--- src/rtl/dcl_ram.sv ---
module dcl_ram #(
  parameter int WIDTH = 17,
  parameter int DEPTH = 128
) (
  input  logic                     clk,
  input  logic                     we,
  input  logic [$clog2(DEPTH)-1:0] waddr,
  input  logic [WIDTH-1:0]         wdata,
  input  logic [$clog2(DEPTH)-1:0] raddr,
  output logic [WIDTH-1:0]         rdata
);

  logic [WIDTH-1:0] mem_r [DEPTH];

  // One write port, one registered read port.
  always_ff @(posedge clk) begin
    if (we) begin
      mem_r[waddr] <= wdata;
    end
    rdata <= mem_r[raddr];
  end

endmodule

--- config.mk ---
export PLATFORM = sky130hd
export DESIGN_NAME = dcl_ram
export DESIGN_NICKNAME = d
export VERILOG_FILES = /design/src/rtl/dcl_ram.sv
export SDC_FILE = /design/constraint.sdc
export NUM_CORES = 2
export LEC_CHECK = 0
export BUFFER_PORTS_ARGS = -buffer_cell sky130_fd_sc_hd__buf_2
export CELL_PAD_IN_SITES_DETAIL_PLACEMENT = 0
export CELL_PAD_IN_SITES_GLOBAL_PLACEMENT = 1
export CORE_MARGIN = 2
export CORE_UTILIZATION = 57
export DETAILED_ROUTE_END_ITERATION = 12
export GPL_TIMING_DRIVEN = 0
export PLACE_DENSITY = 0.87
export SYNTH_ARGS = -nofsm -noshare
export SYNTH_HDL_FRONTEND = slang
export SYNTH_SLANG_ARGS = --single-unit
export TNS_END_PERCENT = 10
--- constraint.sdc ---
create_clock -name clk -period 4.56 [get_ports clk]
set_input_delay 0.684 -clock clk [delete_from_list [all_inputs] [get_ports clk]]
set_output_delay 0.684 -clock clk [all_outputs]
set_load 0.01 [all_outputs]
==> flow_metrics.tcl <==
set metrics [dict create \
    leakage_uw 0.02925 \
    cts_root_buffer "clkbuf_16" \
    place_congestion 0.9257 \
    synth.distinct_cells 17 \
    grt_pass1_vias 41990 \
    crit_path_end_kind "flip-flop" \
    r2r_slack_ps 1720 \
    via_count 41710 \
    final_common_cell "edfxtp_1" \
    crit_start "raddr[2]" \
    drive_above_1_share_pct 36.06 \
    cts_num_sinks 2193 \
    die_w_um 386.5 \
    hpwl_um 139600 \
    chipHeight_um 386.5 \
    rsz0062_at_grt "no" \
    area_delta_synth_final_pct 14.22 \
    drt_iter0_markers 7736 \
    dr.pass1.iters 8 \
    setup_ws_ps -204.5 \
    tns_ps -1171 \
    crit_arrival_ps 5480 \
    numCtsBuffers 202 \
    syn_area_mm2 0.08341 \
    setup_violations 16 \
    worst_r2r_endpoint "rdata[15]$_DFF_P_" \
    crit_path_end "rdata[15]$_DFF_P_" \
    grt_pass1_wl_um 334300 \
    required_ps 5270 \
    clk_pin_slew_ps 70 \
    outcome "finished with violations" \
    ios 50 \
    period_share_pct 104.5 \
    failed_checks "capacitance limit, slew limit, setup timing" \
    coreArea_mm2 0.1454 \
    post_cts_buffers 0 \
    h-tree-depth 4 \
    fin_skew_ps 62.63 \
    timing.rr.start "mem_r[12][15]$_DFFE_PP_" \
    portBuffers 38 \
    hold_class "in -> reg" \
    ys_seq_area_share_pct 78.74 \
    layout_common_cells "edfxtp_1, mux4_2, clkbuf_16" \
    cts_buffer_depth 3 \
    overflow 0 \
    syn_area_per_cell_um2 25.52 \
    final_nets 3685 \
    peakVddDrop_mv 0.5460 \
    critical_path.max_fanout 10 \
    drcViolationCount 0 \
    vias_per_cell 7.245 \
    syn-num-nets 3302 \
    synth_top_area_cell "edfxtp_1" \
    ys_seq_elements 2193 \
    slew_headroom_pct -1.270 \
    start_util_pct 57.37 \
    synthTopCellsByArea "edfxtp_1, mux4_2, nor2_1, clkbuf_1, dfxtp_1" \
    finalCriticalPeriod_ps 4765 \
    r2r_cells 4 \
    avgRoutedWirePerCell_um 41.94 \
    path_cells "clkbuf_1, buf_2, clkdlybuf4s15_1, clkbuf_1, mux4_2, mux4_2, mux4_2, mux2_2" \
    synth_warnings 0 \
    crit_path_start_kind "primary input" \
    drv_slew 11 \
    power_density_mw_per_mm2 435.9 \
    tightest_slew_ps 1519 \
    antenna_left 0 \
    drv_cap 1 \
    slowest_delay_ps 810 \
    cts_hold_buf 0 \
    hold_viol 0 \
    antenna_found_initial 34 \
    synth_top_area_share_pct 78.34 \
    routed_wirelength_um 241400 \
    core.rowCount 140 \
    syn_inst 3269 \
    cts_tree "yes" \
    final_util_pct 65.53 \
    clock_latency_ps 870 \
    slowest_stage "clkdlybuf4s15_1" \
    min_from "wdata[1]" \
    cpMostUsedCell "mux4_2" \
    die_area_mm2 0.1494 \
    critical_path_class "in -> reg" \
    max_freq_mhz 209.9 \
    grt_start_max_net_pins 97 \
    gr-usage-all-layers_pct 32.67 \
]
## final cells by class
| cell class | count | area, µm² |
|---|---|---|
| clock inverters | 115 | 1115 |
| fillers | 8330 | 50120 |
| multi-input cells | 901 | 17310 |
| clock buffers | 253 | 5310 |
| flip-flops and latches | 2193 | 65680 |
| diodes | 24 | 60.06 |
| repair buffers | 179 | 2604 |
| plain buffers | 175 | 788.3 |
| well taps | 1917 | 2399 |
## worst max-delay path, delay by kind of cell
| family | cells | cell delay (ps) |
|---|---|---|
| buffers and inverters | 4 | 2680 |
| muxes | 4 | 2060 |
## kinds of logic (layout without fill, tap and decap cells)
group                  after synthesis  count (layout)  synth area share, %
buffers and inverters              175             722               0.9120
and+or+nand+nor                    170             170               0.8355
muxes                              731             731                19.51
DFF                               2193            2193                78.74
other                                0              24                    0
## per-stage QoR
step                      instance area (µm²)  power (µW)  hold slack [ps]  cells  setup WS (ps)
after global routing                    95220       42180            301.8   5738          68.36
after detailed placement                88770       24970             1079   5365         -940.9
after floorplan                         83410       23810            782.9   3269           1195
after CTS                               95200       41440            266.7   5733          21.06
after global placement                  86000       24860             1084   5224          -1404
final                                   95270       41530            307.3   5757         -204.5
## flip-flops by register name (all words and copies together), names as in the netlist
register,count
mem_r,2176
rdata,17
## layer usage
metal / vias up / track usage [%] / routed length (µm)
met5: - / 0 / 174
met4: 26 / 20.63 / 18800
met3: 906 / 10.51 / 33570
met2: 4161 / 51.05 / 115500
met1: 21550 / 39.85 / 73440
li1: 15070 / - / -
## what timing repair did
item / CTS / global route
gates resized for setup: 1 / 8
endpoints found under the setup margin: 8 / 10
pin swaps: 0 / 0
## worst min-delay path by stage
stage,end,slack (ps),cells after the start
3_3_place_gp,rdata[7],1080,1
3_5_place_dp,rdata[5],1080,1
6_report,mem_r[126][1]$_DFFE_PP_,310,1
2_1_floorplan,mem_r[0][0]$_DFFE_PP_,780,0
5_1_grt,mem_r[79][14]$_DFFE_PP_,300,1
4_1_cts,mem_r[31][14]$_DFFE_PP_,270,1
## report_power, final
group          leakage, µW  internal [µW]  total (µW)  switching, µW
Sequential          0.0197          22300       22300           36.3
Combinational      0.00643            861        2440           1580
Clock              0.00312           9230       16800           7570
Total               0.0293          32300       41500           9180
## synth_stat cells
cell type	instances
clkbuf_1	111
nand2_1	14
mux4_2	714
mux2_2	17
edfxtp_1	2176
nor2_1	122
nor2b_1	7
dfxtp_1	17
buf_2	32
nand3_1	12
nand2b_1	2
or3_1	1
nand4_1	3
buf_6	2
nor3_1	9
buf_1	17
buf_4	13
Note: power is estimated with default switching activity, not from simulation.
