## src/rtl/dcl_pkg.sv

```systemverilog
package dcl_pkg;

  // Default channel store depth per pixel.
  localparam int MAX_CHANNELS_DEF = 64;

  // Field and datapath widths.
  localparam int FEAT_W  = 16;
  localparam int D_W     = 17;  // signed element difference
  localparam int DM_W    = 16;  // magnitude of the difference
  localparam int CNT_W   = 7;   // channel count
  localparam int DSQ_W   = 41;  // squared distance accumulator
  localparam int LOSS_W  = 48;  // batch loss accumulator
  localparam int BL_W    = 47;  // normalized batch loss
  localparam int SQ_W    = 58;  // square root working width
  localparam int ROOT_W  = 29;  // distance in Q13.16
  localparam int MQ_W    = 24;  // margin in Q8.16
  localparam int DEN_W   = 30;  // distance plus epsilon
  localparam int R_W     = 48;  // gradient ratio
  localparam int GS_W    = 32;
  localparam int NS_W    = 16;
  localparam int MARG_W  = 16;
  localparam int CFG_W   = 32;
  localparam int CFG_A_W = 2;

  // Square root iteration setup.
  localparam int SQ_BIT0 = 56;
  localparam int SQ_ITER = 29;

  // Epsilon 1e-4 in Q16.16.
  localparam logic [DEN_W-1:0] EPS_Q = DEN_W'(7);

  // Configuration register indexes.
  localparam logic [CFG_A_W-1:0] REG_MARGIN     = 2'd0;
  localparam logic [CFG_A_W-1:0] REG_GRAD_SCALE = 2'd1;
  localparam logic [CFG_A_W-1:0] REG_NUM_SAMP   = 2'd2;
  localparam logic [CFG_A_W-1:0] REG_CHANNELS   = 2'd3;

  // Finished pixel handed from the front end to the gradient engine.
  typedef struct packed {
    logic [CNT_W-1:0] n;
    logic [DSQ_W-1:0] dsq;
    logic [MQ_W-1:0]  m;
    logic             mpos;
    logic [DEN_W-1:0] den;
    logic             label;
    logic             last_b;
    logic [BL_W-1:0]  bl;
    logic             bank;
  } pix_desc_t;

endpackage

```

## src/rtl/dcl_div.sv

```systemverilog
module dcl_div #(
  parameter int NW = 48,
  parameter int DW = 17
) (
  input  logic          clk,
  input  logic          rst_n,
  input  logic          start,
  input  logic [NW-1:0] dividend,
  input  logic [DW-1:0] divisor,
  output logic          done,
  output logic [NW-1:0] quotient
);

  localparam int CW = $clog2(NW + 1);

  logic          busy_r;
  logic          done_r;
  logic [CW-1:0] cnt_r;
  logic [NW-1:0] q_r;
  logic [DW-1:0] rem_r;
  logic [DW-1:0] dvs_r;
  logic [DW:0]   trial;
  logic [DW:0]   diff;
  logic          ge;

  // One quotient bit per cycle, restoring form.
  assign trial = {rem_r, q_r[NW-1]};
  assign diff  = trial - {1'b0, dvs_r};
  assign ge    = trial >= {1'b0, dvs_r};

  always_ff @(posedge clk) begin
    if (!rst_n) begin
      busy_r <= 1'b0;
      done_r <= 1'b0;
      cnt_r  <= '0;
    end else begin
      done_r <= busy_r && !start && (cnt_r == CW'(1));
      if (start) begin
        busy_r <= 1'b1;
        cnt_r  <= CW'(NW);
        q_r    <= dividend;
        rem_r  <= '0;
        dvs_r  <= divisor;
      end else if (busy_r) begin
        q_r   <= {q_r[NW-2:0], ge};
        rem_r <= ge ? diff[DW-1:0] : trial[DW-1:0];
        cnt_r <= cnt_r - CW'(1);
        if (cnt_r == CW'(1)) begin
          busy_r <= 1'b0;
        end
      end
    end
  end

  assign done     = done_r;
  assign quotient = q_r;

endmodule

```

## src/rtl/dcl_back.sv

```systemverilog
module dcl_back #(
  parameter int MAX_CHANNELS = dcl_pkg::MAX_CHANNELS_DEF
) (
  input  logic                              clk,
  input  logic                              rst_n,
  input  logic [dcl_pkg::GS_W-1:0]          grad_scale,
  input  logic                              q_valid,
  input  dcl_pkg::pix_desc_t                desc,
  output logic                              pop,
  output logic [$clog2(2*MAX_CHANNELS)-1:0] ram_raddr,
  input  logic [dcl_pkg::D_W-1:0]           ram_rdata,
  output logic                              out_empty,
  input  logic                              out_pop,
  output logic signed [31:0]                out_grad_a,
  output logic signed [31:0]                out_grad_b,
  output logic [39:0]                       out_pixel_dist_sq,
  output logic [46:0]                       out_batch_loss,
  output logic                              out_loss_valid,
  output logic                              out_last_of_pixel
);

  import dcl_pkg::*;

  localparam int AW    = $clog2(2 * MAX_CHANNELS);
  localparam int ACC_W = GS_W + R_W + 1;
  localparam int MAG_W = ACC_W - 16;

  typedef enum logic [2:0] {B_IDLE, B_RD, B_DAT, B_DIVS, B_DIVW, B_MUL, B_OUT} state_t;

  state_t             state_r;
  logic [CNT_W-1:0]   k_r;
  logic               dneg_r;
  logic [R_W-1:0]     r_r;
  logic [R_W-9:0]     prod_r;
  logic [ACC_W-1:0]   acc_r;
  logic [1:0]         mj_r;
  logic               ovalid_r;

  logic               gneg;
  logic [GS_W-1:0]    gsm;
  logic               dv_neg;
  logic [D_W-1:0]     dv_abs;
  logic [DM_W-1:0]    dm;
  logic               div_start;
  logic               div_done;
  logic [R_W-1:0]     div_q;
  logic [15:0]        chunk;
  logic [GS_W+15:0]   slice_prod;
  logic [MAG_W-1:0]   mag;
  logic               neg;
  logic [31:0]        ga;
  logic [31:0]        gb;
  logic               slot_free;
  logic               last_r;

  assign gneg = grad_scale[GS_W-1];
  assign gsm  = gneg ? GS_W'(0) - grad_scale : grad_scale;

  assign ram_raddr = desc.bank ? AW'(MAX_CHANNELS) + AW'(k_r) : AW'(k_r);

  // Magnitude of the stored difference.
  assign dv_neg = ram_rdata[D_W-1];
  assign dv_abs = dv_neg ? D_W'(0) - ram_rdata : ram_rdata;
  assign dm     = dv_abs[DM_W-1:0];

  // Ratio divider for dissimilar pairs.
  assign div_start = (state_r == B_DIVS);

  dcl_div #(.NW(R_W), .DW(DEN_W)) u_div (
    .clk      (clk),
    .rst_n    (rst_n),
    .start    (div_start),
    .dividend ({prod_r, 8'd0}),
    .divisor  (desc.den),
    .done     (div_done),
    .quotient (div_q)
  );

  // Scale multiply, one 16-bit slice of the ratio per cycle.
  assign chunk      = r_r[mj_r*16 +: 16];
  assign slice_prod = gsm * chunk;

  // Rounding, sign and saturation.
  assign mag = MAG_W'((acc_r + ACC_W'(32768)) >> 16);
  assign neg = desc.label ? (gneg != dneg_r) : (gneg == dneg_r);
  always_comb begin
    if (neg) begin
      ga = (mag >= MAG_W'(32'h8000_0000)) ? 32'h8000_0000 : 32'd0 - mag[31:0];
      gb = (mag > MAG_W'(32'h7FFF_FFFF)) ? 32'h7FFF_FFFF : mag[31:0];
    end else begin
      ga = (mag > MAG_W'(32'h7FFF_FFFF)) ? 32'h7FFF_FFFF : mag[31:0];
      gb = (mag >= MAG_W'(32'h8000_0000)) ? 32'h8000_0000 : 32'd0 - mag[31:0];
    end
  end

  assign slot_free = !ovalid_r || out_pop;
  assign last_r    = (k_r == desc.n - CNT_W'(1));
  assign pop       = (state_r == B_OUT) && slot_free && last_r;
  assign out_empty = !ovalid_r;

  // Gradient engine sequencer and output register.
  always_ff @(posedge clk) begin
    if (!rst_n) begin
      state_r  <= B_IDLE;
      k_r      <= '0;
      mj_r     <= '0;
      ovalid_r <= 1'b0;
    end else begin
      if ((state_r == B_OUT) && slot_free) begin
        ovalid_r <= 1'b1;
      end else if (out_pop) begin
        ovalid_r <= 1'b0;
      end
      case (state_r)
        B_IDLE: begin
          if (q_valid) begin
            k_r     <= '0;
            state_r <= B_RD;
          end
        end
        B_RD: begin
          state_r <= B_DAT;
        end
        B_DAT: begin
          dneg_r <= dv_neg;
          acc_r  <= '0;
          mj_r   <= 2'd2;
          if (desc.label) begin
            r_r     <= R_W'({dm, 8'd0});
            state_r <= B_MUL;
          end else if (desc.mpos) begin
            prod_r  <= desc.m * dm;
            state_r <= B_DIVS;
          end else begin
            r_r     <= '0;
            state_r <= B_MUL;
          end
        end
        B_DIVS: begin
          state_r <= B_DIVW;
        end
        B_DIVW: begin
          if (div_done) begin
            r_r     <= div_q;
            state_r <= B_MUL;
          end
        end
        B_MUL: begin
          acc_r <= (acc_r << 16) + ACC_W'(slice_prod);
          if (mj_r == 2'd0) begin
            state_r <= B_OUT;
          end else begin
            mj_r <= mj_r - 2'd1;
          end
        end
        B_OUT: begin
          if (slot_free) begin
            out_grad_a        <= ga;
            out_grad_b        <= gb;
            out_pixel_dist_sq <= desc.dsq[39:0];
            out_batch_loss    <= (last_r && desc.last_b) ? desc.bl : '0;
            out_loss_valid    <= last_r && desc.last_b;
            out_last_of_pixel <= last_r;
            if (last_r) begin
              state_r <= B_IDLE;
            end else begin
              k_r     <= k_r + CNT_W'(1);
              state_r <= B_RD;
            end
          end
        end
        default: begin
          state_r <= B_IDLE;
        end
      endcase
    end
  end

endmodule

```

## config.mk

```make
export PLATFORM = sky130hd
export DESIGN_NAME = dcl_back
export DESIGN_NICKNAME = d
export VERILOG_FILES = /design/src/rtl/dcl_pkg.sv /design/src/rtl/dcl_div.sv /design/src/rtl/dcl_back.sv
export SDC_FILE = /design/constraint.sdc
export NUM_CORES = 2
export LEC_CHECK = 0
export ABC_AREA = 1
export BUFFER_PORTS_ARGS = -buffer_cell sky130_fd_sc_hd__buf_2
export CAP_MARGIN = 20
export CORE_ASPECT_RATIO = 1.4
export CORE_MARGIN = 8
export CORE_UTILIZATION = 50
export DETAILED_ROUTE_END_ITERATION = 6
export GPL_ROUTABILITY_DRIVEN = 0
export PLACE_DENSITY = 0.68
export SLEW_MARGIN = 30
export SYNTH_ARGS = -nofsm -noshare
export SYNTH_HDL_FRONTEND = slang
export SYNTH_SLANG_ARGS = --single-unit
```

## constraint.sdc

```tcl
create_clock -name clk -period 16.2 [get_ports clk]
set_clock_uncertainty 0.05 [all_clocks]
set_input_delay 3.24 -clock clk [delete_from_list [all_inputs] [get_ports clk]]
set_output_delay 3.24 -clock clk [all_outputs]
set_load 0.1 [all_outputs]
```

==> run metrics <==
Root Driver=clkbuf_16; final hold vios=0; Slowest-stage cell, CP=o21ai_0; largest net degree at the start of global routing=153; Worst setup EP type=flop; Mapped Area=0.0547 mm²; Async S/R FF share, synth=0; Max Buffers Root-to-Sink=3; Worst EP required=16.51 ns; Area Overhead vs Synth=9.22%; Std-Cell Rows=143; relative slew slack=0.316; arrival time of the worst setup path=12.30 ns; Chip Height=407 µm; die area=0.120 mm²; most frequent cells in the layout=nand2_1 (1503), inv_1 (1439), nor2_1 (931); hold_ws=0.435 ns; hold buffers post-CTS=0; Die Width=296 µm; dpl hpwl=131000 µm; Hold Crit Depth=2; f_max=83.4 MHz; # Max-Cap Violations=0; TritonCTS Buffers=46; Util after Layout=0.550; cell mode on critical path=inv_1; max incr delay on CP=0.71 ns; Setup Fix Bufs, Post-CTS=0; Routed WL=162000 µm; Slew Limit Fails=0; Post-CTS Resized=0; vias in the first global route=48200; R2R cell count=31; RSZ-0062 raised after global routing=false; final setup violating endpoints=0; post-synthesis cell count=6778; Filler cells=10100; total of warnings raised by yosys=0; IO Pins=368; CORE AREA=0.109 mm²; DRC=0; antenna-violating nets left=0; Avg Inst Size Synth=8.07 µm²; clock-pin transition on the worst setup and hold timing paths=0.06 ns; R2R setup slack=6.85 ns; PortBufs=366; commonest non-fill, non-tap cell in the layout=nand2_1; post-synthesis sequential area ratio=0.244; latest clock arrival within the worst-skew pair=0.63 ns; initial antenna violation count=4; H-tree depth=2; worst setup path class=in2reg; first-pass GRT wire length=255000 µm; worst slew pin tran=1.03 ns; share of post-route cells with drive strength above 1=0.0852; DR vias/cell=5.41; status=finished clean; min Tclk post-route=11.99 ns; Total Negative Setup Slacks=0 ns; Startpoint Class=input port; overall routing resource usage=0.268; distinct cell type count of the synthesized netlist=48; final worst-path cycle share=0.740; CP max FO=13; global route overflow=0; Pre-antenna DRT Iters=6; Vias=46200; HP Class=reg2reg; Seq cells post-synth=452; Post-synth top flop=edfxtp_1; TritonCTS sink count=452; initial core utilization=0.504; 1st-iter DRT viols=3281; Post-Syn Nets=8029; number of synthesized flops with an enable pin=431; drt wl/cell=19.0 µm; TritonCTS clock tree=yes; nets=8312
[cell families (layout without fill, tap and decap cells)]
| kind of cell | Yosys count | count (layout) | share of synthesized area |
|---|---|---|---|
| AND/OR/NAND/NOR | 2835 | 2835 | 0.209 |
| buffers and inverters | 1644 | 1965 | 0.114 |
| adder cells (fa/ha/maj) | 1045 | 1045 | 0.343 |
| AO/OA/AOI/OAI | 663 | 663 | 0.0673 |
| flip-flops | 452 | 452 | 0.244 |
| XOR/XNOR | 139 | 139 | 0.0224 |
| other | 0 | 2 | 0 |
[layout make-up]
type | instances | area (µm²) | share of cell area
flip-flops and latches | 452 | 13400 | 0.224
clock inverters | 27 | 350 | 0.00586
multi-input cells | 4682 | 35300 | 0.590
clock buffers | 59 | 1200 | 0.0201
diodes | 2 | 5.00 | 0.0000838
repair buffers | 414 | 2240 | 0.0375
well taps | 1450 | 1810 | 0.0304
inverters | 1465 | 5500 | 0.0921
[registers in the layout, indices dropped and copies added (netlist names), 3 cells and up]
signal             cells
u_div.dvs_r           30
prod_r                40
u_div.cnt_r            6
k_r                    7
r_r                   48
out_pixel_dist_sq     40
out_batch_loss        47
acc_r                 81
state_r                3
out_grad_b            32
u_div.rem_r           30
out_grad_a            32
u_div.quotient        48
[synthesized netlist by cell type (4+ instances only)]
master / instances / area (µm²)
xor2_1: 98 / 858
nand3b_1: 11 / 82.6
nand2_2: 13 / 81.3
inv_2: 6 / 22.5
nor3_1: 50 / 250
a221oi_1: 4 / 35.0
fa_1: 757 / 15200
nor2_1: 935 / 3510
xnor2_1: 40 / 350
buf_4: 8 / 60.1
nor2_2: 13 / 81.3
dfxtp_1: 21 / 420
o22ai_1: 17 / 106
buf_2: 6 / 30.0
nand4_1: 55 / 344
nand2_1: 1504 / 5650
nand3_1: 168 / 841
o21ai_0: 232 / 1160
buf_1: 11 / 41.3
clkinv_1: 17 / 63.8
a21oi_1: 268 / 1340
a32oi_1: 16 / 140
nor2_4: 10 / 113
ha_1: 288 / 3600
clkbuf_1: 151 / 567
o21ai_1: 7 / 35.0
a31oi_1: 27 / 169
a21boi_0: 9 / 67.6
o211ai_1: 8 / 60.1
inv_1: 1441 / 5410
edfxtp_1: 431 / 12900
nor4_1: 16 / 100
or2_2: 52 / 325
o21a_1: 20 / 150
o21bai_1: 23 / 173
a21o_1: 22 / 165
[stage by stage]
step	instance area, µm²	worst slack (ns)	instances
after floorplan	54700	1.51	6778
after global placement	58100	3.86	8460
after detailed placement	58200	3.87	8462
after CTS	59700	4.50	8548
after global routing	59700	3.61	8549
final	59700	4.21	8551
[worst max-delay path: cells and delay by family]
family | cells | cell delay, ns
buffers and inverters | 10 | 1.65
AOI/OAI and AO/OA | 2 | 0.83
xor gates and xnor gates | 1 | 0.13
adders and majority gates | 8 | 3.86
and+or+nand+nor | 14 | 2.59
[per-layer routing]
metal | wire length, µm | global-route usage | up-vias | part of all wire
met5 | 29 | 0 | - | 0.00018
met4 | 11900 | 0.168 | 4 | 0.074
met3 | 11800 | 0.0385 | 613 | 0.073
met2 | 81000 | 0.476 | 2085 | 0.50
met1 | 57300 | 0.300 | 22200 | 0.35
li1 | - | - | 21300 | -
[path summary, 6_finish.rpt]
| kind | startpoint | end |
|---|---|---|
| max reg2reg | mj_r[0] | acc_r[75] |
| min | u_div.cnt_r[0] | u_div.cnt_r[0] |
| min reg2reg | u_div.cnt_r[0] | u_div.cnt_r[0] |
| max | grad_scale[0] | acc_r[75] |
Power is not shown: default switching activity piles up to over one toggle a cycle in this logic, so the estimate is an artifact.
