$ cat config.mk
export PLATFORM = sky130hd
export DESIGN_NAME = dcl_front
export DESIGN_NICKNAME = d
export VERILOG_FILES = /design/src/rtl/dcl_pkg.sv /design/src/rtl/dcl_div.sv /design/src/rtl/dcl_front.sv
export SDC_FILE = /design/constraint.sdc
export NUM_CORES = 2
export LEC_CHECK = 0
export ABC_CLOCK_PERIOD_IN_PS = 17750
export BUFFER_PORTS_ARGS = -buffer_cell sky130_fd_sc_hd__buf_2
export CELL_PAD_IN_SITES_DETAIL_PLACEMENT = 0
export CELL_PAD_IN_SITES_GLOBAL_PLACEMENT = 1
export CORE_ASPECT_RATIO = 0.8
export CORE_MARGIN = 2
export CORE_UTILIZATION = 50
export DETAILED_ROUTE_END_ITERATION = 6
export GPL_TIMING_DRIVEN = 0
export PLACE_DENSITY_LB_ADDON = 0.3
export SYNTH_ARGS = -nofsm -noshare
export SYNTH_HDL_FRONTEND = slang
export SYNTH_SLANG_ARGS = --single-unit
$ cat constraint.sdc
create_clock -name clk -period 17.75 [get_ports clk]
set_input_delay 1.775 -clock clk [delete_from_list [all_inputs] [get_ports clk]]
set_output_delay 1.775 -clock clk [all_outputs]
set_load 0.01 [all_outputs]
$ cat src/rtl/dcl_pkg.sv
package dcl_pkg;

  // Default channel store depth per pixel.
  localparam int MAX_CHANNELS_DEF = 64;

  // Field and datapath widths.
  localparam int FEAT_W  = 16;
  localparam int D_W     = 17;  // signed element difference
  localparam int DM_W    = 16;  // magnitude of the difference
  localparam int CNT_W   = 7;   // channel count
  localparam int DSQ_W   = 41;  // squared distance accumulator
  localparam int LOSS_W  = 48;  // batch loss accumulator
  localparam int BL_W    = 47;  // normalized batch loss
  localparam int SQ_W    = 58;  // square root working width
  localparam int ROOT_W  = 29;  // distance in Q13.16
  localparam int MQ_W    = 24;  // margin in Q8.16
  localparam int DEN_W   = 30;  // distance plus epsilon
  localparam int R_W     = 48;  // gradient ratio
  localparam int GS_W    = 32;
  localparam int NS_W    = 16;
  localparam int MARG_W  = 16;
  localparam int CFG_W   = 32;
  localparam int CFG_A_W = 2;

  // Square root iteration setup.
  localparam int SQ_BIT0 = 56;
  localparam int SQ_ITER = 29;

  // Epsilon 1e-4 in Q16.16.
  localparam logic [DEN_W-1:0] EPS_Q = DEN_W'(7);

  // Configuration register indexes.
  localparam logic [CFG_A_W-1:0] REG_MARGIN     = 2'd0;
  localparam logic [CFG_A_W-1:0] REG_GRAD_SCALE = 2'd1;
  localparam logic [CFG_A_W-1:0] REG_NUM_SAMP   = 2'd2;
  localparam logic [CFG_A_W-1:0] REG_CHANNELS   = 2'd3;

  // Finished pixel handed from the front end to the gradient engine.
  typedef struct packed {
    logic [CNT_W-1:0] n;
    logic [DSQ_W-1:0] dsq;
    logic [MQ_W-1:0]  m;
    logic             mpos;
    logic [DEN_W-1:0] den;
    logic             label;
    logic             last_b;
    logic [BL_W-1:0]  bl;
    logic             bank;
  } pix_desc_t;

endpackage

$ cat src/rtl/dcl_div.sv
module dcl_div #(
  parameter int NW = 48,
  parameter int DW = 17
) (
  input  logic          clk,
  input  logic          rst_n,
  input  logic          start,
  input  logic [NW-1:0] dividend,
  input  logic [DW-1:0] divisor,
  output logic          done,
  output logic [NW-1:0] quotient
);

  localparam int CW = $clog2(NW + 1);

  logic          busy_r;
  logic          done_r;
  logic [CW-1:0] cnt_r;
  logic [NW-1:0] q_r;
  logic [DW-1:0] rem_r;
  logic [DW-1:0] dvs_r;
  logic [DW:0]   trial;
  logic [DW:0]   diff;
  logic          ge;

  // One quotient bit per cycle, restoring form.
  assign trial = {rem_r, q_r[NW-1]};
  assign diff  = trial - {1'b0, dvs_r};
  assign ge    = trial >= {1'b0, dvs_r};

  always_ff @(posedge clk) begin
    if (!rst_n) begin
      busy_r <= 1'b0;
      done_r <= 1'b0;
      cnt_r  <= '0;
    end else begin
      done_r <= busy_r && !start && (cnt_r == CW'(1));
      if (start) begin
        busy_r <= 1'b1;
        cnt_r  <= CW'(NW);
        q_r    <= dividend;
        rem_r  <= '0;
        dvs_r  <= divisor;
      end else if (busy_r) begin
        q_r   <= {q_r[NW-2:0], ge};
        rem_r <= ge ? diff[DW-1:0] : trial[DW-1:0];
        cnt_r <= cnt_r - CW'(1);
        if (cnt_r == CW'(1)) begin
          busy_r <= 1'b0;
        end
      end
    end
  end

  assign done     = done_r;
  assign quotient = q_r;

endmodule

$ cat src/rtl/dcl_front.sv
module dcl_front #(
  parameter int MAX_CHANNELS = dcl_pkg::MAX_CHANNELS_DEF
) (
  input  logic                                clk,
  input  logic                                rst_n,
  input  logic                                in_push,
  output logic                                in_full,
  input  logic signed [dcl_pkg::FEAT_W-1:0]   in_feat_a,
  input  logic signed [dcl_pkg::FEAT_W-1:0]   in_feat_b,
  input  logic                                in_similar,
  input  logic                                in_last_of_batch,
  input  logic [dcl_pkg::MARG_W-1:0]          margin,
  input  logic [dcl_pkg::NS_W-1:0]            num_samples,
  input  logic [dcl_pkg::CNT_W-1:0]           channels_in_use,
  input  logic [1:0]                          q_count,
  output logic                                push,
  output dcl_pkg::pix_desc_t                  desc,
  output logic                                ram_we,
  output logic [$clog2(2*MAX_CHANNELS)-1:0]   ram_waddr,
  output logic [dcl_pkg::D_W-1:0]             ram_wdata
);

  import dcl_pkg::*;

  localparam int AW = $clog2(2 * MAX_CHANNELS);

  typedef enum logic [2:0] {F_ACC, F_SQRT, F_HINGE, F_LOSS, F_DIV} state_t;

  state_t              state_r;
  logic [CNT_W-1:0]    cnt_r;
  logic [DSQ_W-1:0]    dist_r;
  logic                label_r;
  logic                bank_r;
  logic [LOSS_W-1:0]   loss_r;
  logic [CNT_W-1:0]    px_n_r;
  logic [DSQ_W-1:0]    px_dsq_r;
  logic                px_last_r;
  logic                px_bank_r;
  logic [MQ_W-1:0]     px_m_r;
  logic                px_mpos_r;
  logic [DEN_W-1:0]    px_den_r;
  logic [2*MQ_W-1:0]   hsq_r;
  logic [SQ_W-1:0]     sq_x_r;
  logic [SQ_W-1:0]     sq_r_r;
  logic [SQ_W-1:0]     sq_bit_r;
  logic [4:0]          sq_it_r;

  logic [CNT_W-1:0]    lim;
  logic                acc;
  logic signed [D_W-1:0] d;
  logic signed [2*D_W-1:0] d_sq;
  logic [DSQ_W-1:0]    dist_sum;
  logic [CNT_W-1:0]    cnt_inc;
  logic                px_end;
  logic                lab;
  logic [SQ_W-1:0]     sq_t;
  logic                sq_ge;
  logic [ROOT_W-1:0]   root;
  logic [MQ_W-1:0]     mq;
  logic                mpos;
  logic [MQ_W-1:0]     m;
  logic [DSQ_W-1:0]    term;
  logic [LOSS_W:0]     loss_sum;
  logic [LOSS_W-1:0]   loss_sat;
  logic [NS_W-1:0]     ns_eff;
  logic                div_start;
  logic                div_done;
  logic [LOSS_W-1:0]   div_q;

  // Channel limit, clamped to the store depth, with zero taken as one.
  always_comb begin
    if (channels_in_use == '0) begin
      lim = CNT_W'(1);
    end else if (channels_in_use > CNT_W'(MAX_CHANNELS)) begin
      lim = CNT_W'(MAX_CHANNELS);
    end else begin
      lim = channels_in_use;
    end
  end

  // Input word acceptance and distance accumulation.
  assign in_full  = (state_r != F_ACC) || (q_count == 2'd2);
  assign acc      = in_push && !in_full;
  assign d        = D_W'(in_feat_a) - D_W'(in_feat_b);
  assign d_sq     = d * d;
  assign dist_sum = dist_r + DSQ_W'(unsigned'(d_sq));
  assign cnt_inc  = cnt_r + CNT_W'(1);
  assign px_end   = (cnt_inc >= lim) || in_last_of_batch;
  assign lab      = (cnt_r == '0) ? in_similar : label_r;

  assign ram_we    = acc;
  assign ram_wdata = d;
  assign ram_waddr = bank_r ? AW'(MAX_CHANNELS) + AW'(cnt_r) : AW'(cnt_r);

  // Square root step.
  assign sq_t  = sq_r_r + sq_bit_r;
  assign sq_ge = sq_x_r >= sq_t;

  // Hinge operand from the finished root.
  assign root = sq_r_r[ROOT_W-1:0];
  assign mq   = {margin, 8'd0};
  assign mpos = ROOT_W'(mq) > root;
  assign m    = mpos ? mq - root[MQ_W-1:0] : '0;

  // Pixel loss term and saturating batch sum.
  always_comb begin
    if (label_r) begin
      term = px_dsq_r;
    end else if (px_mpos_r) begin
      term = DSQ_W'((({1'b0, hsq_r} + (2*MQ_W+1)'(32768)) >> 16));
    end else begin
      term = '0;
    end
  end
  assign loss_sum = {1'b0, loss_r} + (LOSS_W+1)'(term);
  assign loss_sat = loss_sum[LOSS_W] ? '1 : loss_sum[LOSS_W-1:0];
  assign ns_eff   = (num_samples == '0) ? NS_W'(1) : num_samples;

  assign div_start = (state_r == F_LOSS) && px_last_r;

  dcl_div #(.NW(LOSS_W), .DW(NS_W + 1)) u_div (
    .clk      (clk),
    .rst_n    (rst_n),
    .start    (div_start),
    .dividend (loss_sat),
    .divisor  ({ns_eff, 1'b0}),
    .done     (div_done),
    .quotient (div_q)
  );

  // Hand-off to the queue.
  assign push = ((state_r == F_LOSS) && !px_last_r) || ((state_r == F_DIV) && div_done);
  always_comb begin
    desc        = '0;
    desc.n      = px_n_r;
    desc.dsq    = px_dsq_r;
    desc.m      = px_m_r;
    desc.mpos   = px_mpos_r;
    desc.den    = px_den_r;
    desc.label  = label_r;
    desc.last_b = px_last_r;
    desc.bl     = (state_r == F_DIV) ? div_q[BL_W-1:0] : '0;
    desc.bank   = px_bank_r;
  end

  // Front end sequencer.
  always_ff @(posedge clk) begin
    if (!rst_n) begin
      state_r <= F_ACC;
      cnt_r   <= '0;
      dist_r  <= '0;
      label_r <= 1'b0;
      bank_r  <= 1'b0;
      loss_r  <= '0;
    end else begin
      case (state_r)
        F_ACC: begin
          if (acc) begin
            label_r <= lab;
            if (px_end) begin
              px_n_r    <= cnt_inc;
              px_dsq_r  <= dist_sum;
              px_last_r <= in_last_of_batch;
              px_bank_r <= bank_r;
              bank_r    <= ~bank_r;
              cnt_r     <= '0;
              dist_r    <= '0;
              sq_x_r    <= SQ_W'({dist_sum, 16'd0});
              sq_r_r    <= '0;
              sq_bit_r  <= SQ_W'(1) << SQ_BIT0;
              sq_it_r   <= 5'(SQ_ITER);
              state_r   <= F_SQRT;
            end else begin
              cnt_r  <= cnt_inc;
              dist_r <= dist_sum;
            end
          end
        end
        F_SQRT: begin
          if (sq_ge) begin
            sq_x_r <= sq_x_r - sq_t;
            sq_r_r <= (sq_r_r >> 1) + sq_bit_r;
          end else begin
            sq_r_r <= sq_r_r >> 1;
          end
          sq_bit_r <= sq_bit_r >> 2;
          sq_it_r  <= sq_it_r - 5'd1;
          if (sq_it_r == 5'd1) begin
            state_r <= F_HINGE;
          end
        end
        F_HINGE: begin
          px_m_r    <= m;
          px_mpos_r <= mpos;
          px_den_r  <= DEN_W'(root) + EPS_Q;
          hsq_r     <= m * m;
          state_r   <= F_LOSS;
        end
        F_LOSS: begin
          loss_r <= loss_sat;
          if (px_last_r) begin
            state_r <= F_DIV;
          end else begin
            state_r <= F_ACC;
          end
        end
        F_DIV: begin
          if (div_done) begin
            loss_r  <= '0;
            state_r <= F_ACC;
          end
        end
        default: begin
          state_r <= F_ACC;
        end
      endcase
    end
  end

endmodule

==> metrics.txt <==
final period demand of the worst path around 14 ns; endpoint arrival time on the critical path 14.38 ns; via count 49.1k; clock sinks 478; Clock Pin Slew Worst Setup and Hold Paths 0.06 ns; total inserted antenna cells 0; Die Y 312 um; Post-Route Skew 0.0256 ns; Reg2Reg Depth 35; sequential cell area fraction in the yosys report 0.223; Sequential cell area 13,300 um^2; # H-tree levels 2; layout cells sized above 1 0.0673; highest cell delay on the worst timing path 0.57 ns; worst relative slew slack -0.0143; smallest hold slack between 0.4 and 0.5 ns; post-route ant nets 0; number of instances on the worst hold path 2; portion of the clock cycle consumed by the worst path in the final layout 0.787; root buf cell clkbuf_16; Post-CTS Repair Setup Buffers 0; post-synthesis cell count 6,647; final-report hold violation count 0; clock insertion delay at the later pin of the skew report 0.68 ns; std cell rows 113; worst-case setup slack after placement 3.49 ns; number of enable-type register cells in the synthesized netlist roughly 370; GRT Util Overall 0.302; placer's final routability congestion estimate 0.996; net count of the mapped netlist 7,926; TritonCTS clock tree done; first-pass GRT wire length between 200,000 and 300,000 um; detailed-placement wirelength estimate around 150,000 um; initial antenna violation count 6; DRT iter0 DRCs between 4k and 5k; combined area of all synthesized cells 59,400 um^2; remaining global-route overflow 0; result of the run finished, violations left; maximum net fanout on the critical path 10; drt wl/cell 21.6 um; pin slew with the least headroom to its limit ~1.5 ns; top achievable clock speed roughly 70 MHz; data required time at the worst endpoint 18.17 ns; number of max-slew violations in the final report 10; maximum root-to-sink buffer count 3; setup-violating endpoint count in the final report 0; standard cell with the maximum stage delay on the critical path fa_1; horizontal die dimension 389 um; count of state elements after synthesis 478; crit end category register; hold crit path type register to register; hold_buf cts 0; Detailed Route WL roughly 190,000 um; share of synthesized flip-flops with an asynchronous set or reset 0; starting density of the core 0.502; worst setup path category primary input to register; multi-input logic area ~40,000 um^2; Avg Cell Area, Syn 8.93 um^2; Top Ports 258; most used flip-flop cell after synthesis edfxtp_1; startpoint types primary input; number of resized instances in the post-cts repair step 0; post-synthesis cell type count 91; number of buffers added by the clock tree synthesis step 57; fill count 11.1k; violations in the final reports capacitance limit, slew limit; vias in the first global route around 47k; via/cell ratio approximately 5.7; I/O Buffers 257; post-layout worst setup margin roughly 3.8 ns; DRC errors left 0; core outline area 118,000 um^2; largest net degree at the start of global routing 56; setup repair after global routing missed its margin no; DIE AREA between 100,000 and 150,000 um^2; Max Cap Viol 1; layout overhead on the synthesized area 9.35%; number of detailed-routing iterations run before antenna repair 6; net count of the finished layout 8,269; YS warnings 0
metrics by stage:
step	cells	setup TNS, ns	area, um^2	utilization
floorplan	6647	0	59400	-
global placement	8456	-250.14	62600	0.529
detailed placement	8482	0	62900	0.532
CTS	8590	0	64900	0.549
global route	8591	0	64900	0.549
finish	8591	0	64900	0.549
layout by cell type (no fill, tap or decap), drive strengths merged, types with 21 or more instances in the layout:
| master | Yosys | final |
|---|---|---|
| nand2 | 695 | 695 |
| nand2b | 43 | 43 |
| nand3 | 120 | 120 |
| a211oi | 59 | 59 |
| clkbuf | 236 | 301 |
| nor2 | 609 | 609 |
| fa | 698 | 698 |
| edfxtp | 369 | 369 |
| o21a | 37 | 37 |
| a31oi | 77 | 77 |
| nand4 | 65 | 65 |
| o21ai | 305 | 305 |
| nor2b | 46 | 46 |
| o21bai | 50 | 50 |
| a21o | 156 | 156 |
| and2 | 120 | 120 |
| ha | 503 | 503 |
| a21oi | 360 | 360 |
| or3 | 28 | 28 |
| xnor2 | 259 | 259 |
| clkinv | 10 | 33 |
| nor3 | 84 | 84 |
| buf | 41 | 325 |
| xor2 | 160 | 160 |
| o31ai | 21 | 21 |
| and3 | 61 | 61 |
| inv | 1004 | 1007 |
| mux2i | 23 | 23 |
| dfxtp | 109 | 109 |
routing by layer:
metal / vias up / part of all wire / GRT usage
li1: 22773 / - / -
met1: 24200 / 0.45 / 0.447
met2: 1892 / 0.42 / 0.446
met3: 205 / 0.10 / 0.0774
met4: 6 / 0.021 / 0.0622
met5: - / 0.00074 / 0.00658
cell usage after synthesis, types with 23 or more instances:
master    count  share of area
o21a_1       37         0.0047
mux2i_1      23         0.0039
a21o_1      156          0.020
fa_1        698           0.24
a31oi_1      77         0.0081
and3_1       61         0.0064
nor2b_1      46         0.0048
nand3_1     120          0.010
nand4_1      65         0.0069
and2_1      120          0.013
a21oi_1     360          0.030
nand2b_1     43         0.0045
xnor2_1     258          0.038
inv_1      1000          0.063
a211oi_1     59         0.0075
o21ai_0     301          0.025
edfxtp_1    369           0.19
xor2_1      160          0.024
nor2_1      609          0.039
o21bai_1     50         0.0063
ha_1        503           0.11
dfxtp_1     109          0.037
nor3_1       84         0.0071
clkbuf_1    236          0.015
or3_1        28         0.0030
nand2_1     695          0.044
final timing paths:
kind / startpoint / to / slack (ns)
worst min register to register: loss_r[32] / loss_r[32] / 0.46
worst max register to register: sq_r_r[8] / hsq_r[47] / 5.55
worst min-delay path: loss_r[32] / loss_r[32] / 0.46
worst max-delay path: in_feat_a[0] / sq_x_r[55] / 3.78
flip-flops by register name (all words and copies together) (netlist names), 29 cells and up:
register,count
px_den_r,30
sq_bit_r,29
px_dsq_r,41
sq_x_r,58
sq_r_r,58
dist_r,41
loss_r,48
hsq_r,33
u_div.quotient,48
final cells by class:
type	instances	area share
Buffer	277	0.0171
Inverter	1014	0.0587
Multi-Input combinational cell	4878	0.635
Tap cell	1552	0.0299
Sequential cell	478	0.204
Clock buffer	65	0.0227
Timing Repair Buffer	284	0.0244
Clock inverter	43	0.00763
critical path: cells and delay by family:
| family | cells | cell delay (ns) |
|---|---|---|
| adders and majority gates | 10 | 4.32 |
| AOI/OAI and AO/OA | 16 | 3.78 |
| buffers and inverters | 11 | 1.84 |
| and+or+nand+nor | 9 | 1.82 |
| xor gates and xnor gates | 2 | 0.51 |
| muxes | 1 | 0.36 |
cells by family after synthesis:
family                     Yosys count  share of synthesized area
muxes                               35                    0.00616
DFF                                478                      0.223
xor gates and xnor gates           419                     0.0620
adders and majority gates         1201                      0.341
and+or+nand+nor                   1953                      0.148
AOI/OAI and AO/OA                 1270                      0.136
buffers and inverters             1291                     0.0828
Power is not shown: default switching activity piles up to over one toggle a cycle in this logic, so the estimate is an artifact.
